[config.mk]
export PLATFORM = sky130hd
export DESIGN_NAME = mrpt_ctrl
export DESIGN_NICKNAME = d
export VERILOG_FILES = /design/src/rtl/core/mrpt_pkg.sv /design/src/rtl/core/mrpt_ctrl.sv
export SDC_FILE = /design/constraint.sdc
export NUM_CORES = 1
export LEC_CHECK = 0
export BUFFER_PORTS_ARGS = -buffer_cell sky130_fd_sc_hd__buf_2
export CAP_MARGIN = 20
export CORE_MARGIN = 2
export CORE_UTILIZATION = 55
export DETAILED_ROUTE_END_ITERATION = 10
export PLACE_DENSITY = 0.81
export SYNTH_ARGS = -nofsm -noshare
export SYNTH_HDL_FRONTEND = slang
export SYNTH_SLANG_ARGS = --single-unit
[constraint.sdc]
create_clock -name clk -period 9.5 [get_ports clk]
set_clock_uncertainty 0.05 [all_clocks]
set_input_delay 1.9 -clock clk [delete_from_list [all_inputs] [get_ports clk]]
set_output_delay 1.9 -clock clk [all_outputs]
set_load 0.02 [all_outputs]
[src/rtl/core/mrpt_pkg.sv]
// shared constants and types of the miller-rabin prime tester
package mrpt_pkg;

    localparam int NUM_W     = 32;
    localparam int RND_W     = 4;
    localparam int SHIFT_W   = $clog2(NUM_W);
    localparam int MUL_STEPS = 2 * NUM_W;
    localparam int CNT_W     = $clog2(MUL_STEPS);
    localparam int CFG_IDX_W = 1;
    localparam int CFG_W     = NUM_W;
    localparam int OUT_W     = ((NUM_W + 1 + 7) / 8) * 8;

    localparam logic [NUM_W-1:0] LFSR_TAPS  = 32'hD000_0001;
    localparam logic [NUM_W-1:0] LFSR_RESET = 32'd1;
    localparam logic [RND_W-1:0] ROUNDS_RESET = 4'd5;
    localparam logic [RND_W-1:0] MAX_ROUNDS   = 4'd8;
    localparam logic [NUM_W-1:0] TWO  = 32'd2;
    localparam logic [NUM_W-1:0] FOUR = 32'd4;
    localparam logic [NUM_W-1:0] FIVE = 32'd5;

    // configuration register indexes
    localparam logic [CFG_IDX_W-1:0] CFG_ROUND_COUNT = 1'b0;
    localparam logic [CFG_IDX_W-1:0] CFG_RANDOM_SEED = 1'b1;

    // operation currently running in the shared modular multiplier
    typedef enum logic [1:0] {
        OP_WITNESS = 2'd0,
        OP_MUL     = 2'd1,
        OP_SQR     = 2'd2,
        OP_LOOP    = 2'd3
    } mm_op_t;

    // request to the shared modular multiplier
    typedef struct packed {
        logic             start;
        logic [NUM_W-1:0] a;
        logic [NUM_W-1:0] b;
        logic [NUM_W-1:0] m;
    } mm_req_t;

    // response of the shared modular multiplier
    typedef struct packed {
        logic             done;
        logic [NUM_W-1:0] result;
    } mm_rsp_t;

    // finished verdict from the sequencer
    typedef struct packed {
        logic             finish;
        logic             prime;
        logic [NUM_W-1:0] value;
    } ctrl_res_t;

endpackage

[src/rtl/core/mrpt_ctrl.sv]
// sequencer: decomposition, witness rounds and square-and-multiply
module mrpt_ctrl (
    input  logic                        clk,
    input  logic                        rst_n,
    input  logic                        in_valid,
    input  logic [mrpt_pkg::NUM_W-1:0]  in_data,
    output logic                        in_ready,
    input  logic [mrpt_pkg::RND_W-1:0]  rounds,
    input  logic [mrpt_pkg::NUM_W-1:0]  lfsr_state,
    output logic                        lfsr_step,
    output mrpt_pkg::mm_req_t           mm_req,
    input  mrpt_pkg::mm_rsp_t           mm_rsp,
    input  logic                        out_free,
    output mrpt_pkg::ctrl_res_t         res
);
    import mrpt_pkg::*;

    typedef enum logic [7:0] {
        S_IDLE   = 8'b0000_0001,
        S_DECOMP = 8'b0000_0010,
        S_RSTEP  = 8'b0000_0100,
        S_RMOD   = 8'b0000_1000,
        S_WAIT   = 8'b0001_0000,
        S_POW    = 8'b0010_0000,
        S_CHECK  = 8'b0100_0000,
        S_FINISH = 8'b1000_0000
    } state_t;

    state_t             state_reg, state_next;
    mm_op_t             op_reg, op_next;
    logic [RND_W-1:0]   left_reg, left_next;
    logic [SHIFT_W-1:0] s_reg, s_next;
    logic [SHIFT_W-1:0] j_reg, j_next;
    logic               prime_reg, prime_next;
    logic [NUM_W-1:0]   n_reg, n_next;
    logic [NUM_W-1:0]   d_reg, d_next;
    logic [NUM_W-1:0]   e_reg, e_next;
    logic [NUM_W-1:0]   b_reg, b_next;
    logic [NUM_W-1:0]   acc_reg, acc_next;
    logic [NUM_W-1:0]   n_minus1;
    logic               round_pass;
    logic               round_fail;

    assign n_minus1 = n_reg - 1'b1;

    always_comb
    begin
        state_next = state_reg;
        op_next    = op_reg;
        left_next  = left_reg;
        s_next     = s_reg;
        j_next     = j_reg;
        prime_next = prime_reg;
        n_next     = n_reg;
        d_next     = d_reg;
        e_next     = e_reg;
        b_next     = b_reg;
        acc_next   = acc_reg;
        lfsr_step  = 1'b0;
        round_pass = 1'b0;
        round_fail = 1'b0;
        mm_req.start = 1'b0;
        mm_req.a     = acc_reg;
        mm_req.b     = b_reg;
        mm_req.m     = n_reg;

        case (state_reg)
            // take a candidate, settle the small ones at once
            S_IDLE:
            begin
                if (in_valid)
                begin
                    n_next = in_data;
                    if (in_data < TWO || in_data == FOUR)
                    begin
                        prime_next = 1'b0;
                        state_next = S_FINISH;
                    end
                    else if (in_data < FIVE)
                    begin
                        prime_next = 1'b1;
                        state_next = S_FINISH;
                    end
                    else
                    begin
                        d_next     = in_data - 1'b1;
                        s_next     = '0;
                        left_next  = rounds;
                        state_next = S_DECOMP;
                    end
                end
            end
            // strip factors of two from n-1, one a cycle
            S_DECOMP:
            begin
                if (!d_reg[0])
                begin
                    d_next = {1'b0, d_reg[NUM_W-1:1]};
                    s_next = s_reg + 1'b1;
                end
                else
                begin
                    state_next = S_RSTEP;
                end
            end
            S_RSTEP:
            begin
                lfsr_step  = 1'b1;
                state_next = S_RMOD;
            end
            // witness offset: r mod (n-4)
            S_RMOD:
            begin
                mm_req.start = 1'b1;
                mm_req.a     = lfsr_state;
                mm_req.b     = NUM_W'(1);
                mm_req.m     = n_reg - FOUR;
                op_next      = OP_WITNESS;
                e_next       = d_reg;
                acc_next     = NUM_W'(1);
                state_next   = S_WAIT;
            end
            // square-and-multiply over the exponent bits
            S_POW:
            begin
                if (e_reg == '0)
                begin
                    state_next = S_CHECK;
                end
                else if (e_reg[0])
                begin
                    mm_req.start = 1'b1;
                    op_next      = OP_MUL;
                    state_next   = S_WAIT;
                end
                else
                begin
                    mm_req.start = 1'b1;
                    mm_req.a     = b_reg;
                    op_next      = OP_SQR;
                    state_next   = S_WAIT;
                end
            end
            // first look at x = a^d mod n
            S_CHECK:
            begin
                if (acc_reg == NUM_W'(1) || acc_reg == n_minus1)
                begin
                    round_pass = 1'b1;
                end
                else if (s_reg <= SHIFT_W'(1))
                begin
                    round_fail = 1'b1;
                end
                else
                begin
                    j_next       = s_reg - 1'b1;
                    mm_req.start = 1'b1;
                    mm_req.b     = acc_reg;
                    op_next      = OP_LOOP;
                    state_next   = S_WAIT;
                end
            end
            // wait for the multiplier, then act on its result
            S_WAIT:
            begin
                if (mm_rsp.done)
                begin
                    case (op_reg)
                        OP_WITNESS:
                        begin
                            b_next     = mm_rsp.result + TWO;
                            state_next = S_POW;
                        end
                        OP_MUL:
                        begin
                            acc_next   = mm_rsp.result;
                            e_next     = {e_reg[NUM_W-1:1], 1'b0};
                            state_next = S_POW;
                        end
                        OP_SQR:
                        begin
                            b_next     = mm_rsp.result;
                            e_next     = {1'b0, e_reg[NUM_W-1:1]};
                            state_next = S_POW;
                        end
                        OP_LOOP:
                        begin
                            acc_next = mm_rsp.result;
                            if (mm_rsp.result == NUM_W'(1))
                            begin
                                round_fail = 1'b1;
                            end
                            else if (mm_rsp.result == n_minus1)
                            begin
                                round_pass = 1'b1;
                            end
                            else if (j_reg == SHIFT_W'(1))
                            begin
                                round_fail = 1'b1;
                            end
                            else
                            begin
                                j_next       = j_reg - 1'b1;
                                mm_req.start = 1'b1;
                                mm_req.a     = mm_rsp.result;
                                mm_req.b     = mm_rsp.result;
                            end
                        end
                        default:
                        begin
                            state_next = S_IDLE;
                        end
                    endcase
                end
            end
            // hand the verdict over once the output slot is free
            S_FINISH:
            begin
                if (out_free)
                begin
                    state_next = S_IDLE;
                end
            end
            default:
            begin
                state_next = S_IDLE;
            end
        endcase

        // round outcome: early exit on failure
        if (round_fail)
        begin
            prime_next = 1'b0;
            state_next = S_FINISH;
        end
        else if (round_pass)
        begin
            if (left_reg <= RND_W'(1))
            begin
                prime_next = 1'b1;
                state_next = S_FINISH;
            end
            else
            begin
                left_next  = left_reg - 1'b1;
                state_next = S_RSTEP;
            end
        end
    end

    // control state
    always_ff @(posedge clk or negedge rst_n)
    begin
        if (!rst_n)
        begin
            state_reg <= S_IDLE;
            op_reg    <= OP_WITNESS;
            left_reg  <= '0;
            s_reg     <= '0;
            j_reg     <= '0;
        end
        else
        begin
            state_reg <= state_next;
            op_reg    <= op_next;
            left_reg  <= left_next;
            s_reg     <= s_next;
            j_reg     <= j_next;
        end
    end

    // datapath
    always_ff @(posedge clk)
    begin
        prime_reg <= prime_next;
        n_reg     <= n_next;
        d_reg     <= d_next;
        e_reg     <= e_next;
        b_reg     <= b_next;
        acc_reg   <= acc_next;
    end

    assign in_ready   = (state_reg == S_IDLE);
    assign res.finish = (state_reg == S_FINISH);
    assign res.prime  = prime_reg;
    assign res.value  = n_reg;

endmodule

Word-level counts from Yosys, hierarchy flattened
Cells that the tools add are included.
W data, S select, Z words.
{ "word_totals": {"out_inout_bits": 133, "input_bits": 105, "elab_cells": 173, "register_bits": 185} }
{ "classes": {"n_reduce_logical": 21, "n_mux": 87, "add_sub_neg": 8, "eq_ne": 40, "n_lt_le_gt_ge": 4} }
{ "ops": {"columns": ["cell", "count"], "rows": [
  ["$mux W32", 11],
  ["$mux W65", 5],
  ["$pmux W32 S2", 5],
  ["$pmux W32 S3", 2],
  ["$mux W8", 12],
  ["$eq A32 B1 Y1 const B", 2],
  ["$eq A32 B32 Y1", 2],
  ["$pmux W8 S8", 1],
  ["$sub A32 B1 Y32 const B", 2],
  ["$mux W5", 11],
  ["$mux W33", 1],
  ["$add A32 B2 Y32 const B", 1],
  ["$eq A32 B3 Y1 const B", 1],
  ["$logic_not A32 Y1", 1],
  ["$lt A32 B2 Y1 const B", 1],
  ["$lt A32 B3 Y1 const B", 1],
  ["$sub A32 B3 Y32 const B", 1],
  ["$mux W4", 7],
  ["$ne A2 B2 Y1 const B", 13],
  ["$mux W1", 21],
  ["$ne A4 B4 Y1 const B", 5],
  ["$pmux W5 S2", 2],
  ["$reduce_and A4 Y1", 3],
  ["$sub A5 B1 Y5 const B", 2],
  ["other kinds (34)", 47]
]} }

Logic depth before layout (Yosys ltp)
{ "logic_depth": {"depth_word": 9, "mapped_depth": 19, "ltp_nobuf": 12} }

Worst setup path before layout
No wires, ideal clock.
{ "synth_path": {"kind": "input to output", "startpoint": "in mm_rsp[19] in the netlist's numbering", "endpoint": "out mm_req[65] in the netlist's numbering", "t_arrival_ps": 4484, "stages": 13, "slack_ps": 3066, "n_path_buf": 4, "t_required_ps": 7550, "cell_sequence": "clkbuf_1 -> xnor2_1 -> o211ai_1 -> or3_1 -> nand4b_1 -> nor4_1 -> and4_4 -> a211o_1 -> buf_6 -> buf_6 -> buf_6 -> o21ai_0 -> a21oi_1"} }
{ "synth_rtl": {"columns": ["item", "line_no", "text"], "rows": [
  ["from (decl)", "mrpt_ctrl.sv:12", "input mrpt_pkg::mm_rsp_t mm_rsp,"],
  ["to (decl)", "mrpt_ctrl.sv:11", "output mrpt_pkg::mm_req_t mm_req,"]
]} }

==> results_dict.tcl <==
set metrics [dict create \
    worstMarginPinSlew_ns 0.9744 \
    dp.cells 1997 \
    ctsHtreeMaxLevel 4 \
    synth.largest_area_cell "edfxtp_1" \
    holdWs_ns 0.4857 \
    die-area_um2 26420 \
    avgSynthCellArea_um2 8.914 \
    synth_compound_area_frac 0.1701 \
    fillers 2160 \
    synth_cell_types 83 \
    grt_max_degree 63 \
    dpl_worst_slack_ns 2.427 \
    synth_top_family_by_area "simple AND/OR/NAND/NOR gates" \
    dp_hpwl_mm 34.91 \
    max_freq_ghz 0.1330 \
    cts.sinks 185 \
    final-setup-viol-count 0 \
    end_kind "output port" \
    synth-simple-area-share 0.2298 \
    maxCapViolCount 0 \
    port_buffers 237 \
    via_per_inst 6.424 \
    nets 1803 \
    leakage_nw 5.972 \
    final.period_utilization 0.7916 \
    ir_worst_vdd_v 0.0001439 \
    rows 58 \
    fin_ws_ns 1.980 \
    grt_pass1_vias 11858 \
    critPathMaxFanout 55 \
    final_cell_mix "237 x buf_2, 160 x edfxtp_1, 144 x nand2_1, 141 x nor2_1, 125 x a21oi_1" \
    fin_tns_setup_ns 0 \
    dr.first_iter.drc_count 1560 \
    path_clk_slew_ns 0.07 \
    ys_top_cells_by_area "edfxtp_1 35%, xnor2_1 7.0%, a21oi_1 4.5%" \
    ant_nets 0 \
    synth.area.mux_share 0.03059 \
    die_y_um 162.6 \
    dpl-instance-area_um2 15010 \
    ys_seq_area_frac 0.3925 \
    syn_inst 1551 \
    cts_setup_buffers 0 \
    postCtsResizedCells 0 \
    path_class "register to output port" \
    final_common_cell "buf_2" \
    syn_nets 1667 \
    hold_viol_final 0 \
    synth-async-reset-ratio 0.1297 \
    ys_seq_elements 185 \
    ys_warn_count 0 \
    firstDrtPassIters 5 \
    die_w_um 162.6 \
    fp.coreArea_um2 24960 \
    synth-xor-area-share 0.1159 \
    status "finished clean" \
    grt_overflow 0 \
    cts_max_path_buffers 2 \
    antenna_found_initial 0 \
    place.gp.congestion 0.9989 \
    synth.top_cell.area_share 0.3475 \
    top_level_ports 238 \
    insertion_delay_ns 0.44 \
    track_usage 0.3481 \
    crit_path_start_kind "register" \
    drive_gt1_frac 0.2006 \
    finalCriticalPeriod_ns 7.520 \
    cts_hold_buf 0 \
    drv_slew 0 \
    syn_area_um2 13830 \
    synth_fa_ha_area_frac 0.009955 \
    required_ns 7.55 \
    arrival_ns 5.57 \
    reg2reg_slack_ns 4.59 \
    final_core_util 0.6272 \
    p_total_mw 3.007 \
    routedWlPerCell_um 23.09 \
    hold_class "register to register" \
    dominantRegCellSynth "edfxtp_1" \
    drc 0 \
    powerDensity_nw_per_um2 192.0 \
    cts_tree "yes" \
    final_cells 2031 \
    area_delta_synth_final_pct 13.24 \
    finalInstanceArea_um2 15660 \
    maxSlewHeadroom 0.3489 \
    synth-edff-count 160 \
    start_util 0.5538 \
    routed_wl_mm 46.90 \
    rsz0062_at_grt "no" \
    numCtsBuffers 17 \
    grt_pass1_wl_mm 70.45 \
    root_buffer "clkbuf_16" \
    vias 13048 \
]
-- report_power, final --
part	internal [mW]	switching, mW	leakage, nW
Clock	0.432	0.344	0.305
Combinational	0.352	0.629	3.92
Sequential	1.06	0.191	1.74
-- metal layers --
| metal | vias up | global-route usage | wire length (µm) |
|---|---|---|---|
| met4 | 0 | 0.1392 | 1690 |
| met2 | 733 | 0.5501 | 21470 |
| met1 | 6259 | 0.4864 | 19550 |
| met5 | - | 0 | 0 |
| li1 | 5956 | - | - |
| met3 | 100 | 0.04813 | 4195 |
-- cell families (layout without fill, tap and decap cells) --
logic type	after synthesis	count (layout)
AOI/OAI and AO/OA	360	360
xor gates and xnor gates	175	175
adders and majority gates	11	11
buffers and inverters	166	315
DFF	185	185
muxes	42	42
other	0	1
and+or+nand+nor	612	612
-- critical path: stages, from the launching register on --
cell and delay [ns]:
edfxtp_1 0.48, inv_1 0.18, ha_1 0.36, and4bb_2 0.42
nand4_2 0.44, nor4_1 0.67, xnor3_1 0.23, o221ai_1 0.12
nor4_2 0.63, a211o_2 0.49, buf_4 0.50, o21ai_0 0.18
a21oi_1 0.19, buf_2 0.18
-- final timing paths --
check / start / to / cells after the start
max: n_reg[2]$_DFFE_PP_ / mm_req[92] / 13
min: state_reg[1]$_DFFE_PN0P_ / state_reg[3]$_DFFE_PN0P_ / 1
max reg2reg: n_reg[2]$_DFFE_PP_ / op_reg[1]$_DFFE_PN0P_ / 13
min reg2reg: state_reg[1]$_DFFE_PN0P_ / state_reg[3]$_DFFE_PN0P_ / 1
max in group asynchronous: rst_n / s_reg[1]$_DFFE_PN0P_ / 1
min in group asynchronous: rst_n / state_reg[5]$_DFFE_PN0P_ / 1
-- cell type report --
cell class / instances / area [µm²] / area share
repair buffers: 256 / 1334 / 0.08519
inverters: 27 / 101.3 / 0.006473
diodes: 1 / 2.502 / 0.0001598
well taps: 330 / 412.9 / 0.02637
flip-flops and latches: 185 / 5426 / 0.3466
multi-input cells: 1200 / 7750 / 0.4950
clock buffers: 19 / 442.9 / 0.02829
clock inverters: 13 / 186.4 / 0.01191
-- cell usage after synthesis (all sizes together), types with 6 or more instances --
cell type	instances
o22ai	8
or3b	6
or2	9
and2	28
nor2	146
nand3	54
nor3	47
a2111oi	8
and3	7
nand2b	17
nor4	56
nand3b	9
nand4	30
ha	11
xor2	60
edfxtp	160
a22o	29
nor3b	9
buf	46
inv	27
mux2i	40
a21o	29
a21oi	125
nand2	144
a211oi	34
or3	11
o31ai	6
a221o	7
clkbuf	93
o21ai	66
dfrtp	23
nor2b	11
xnor2	110
or4	14
Power figures use the tool's default switching activity.
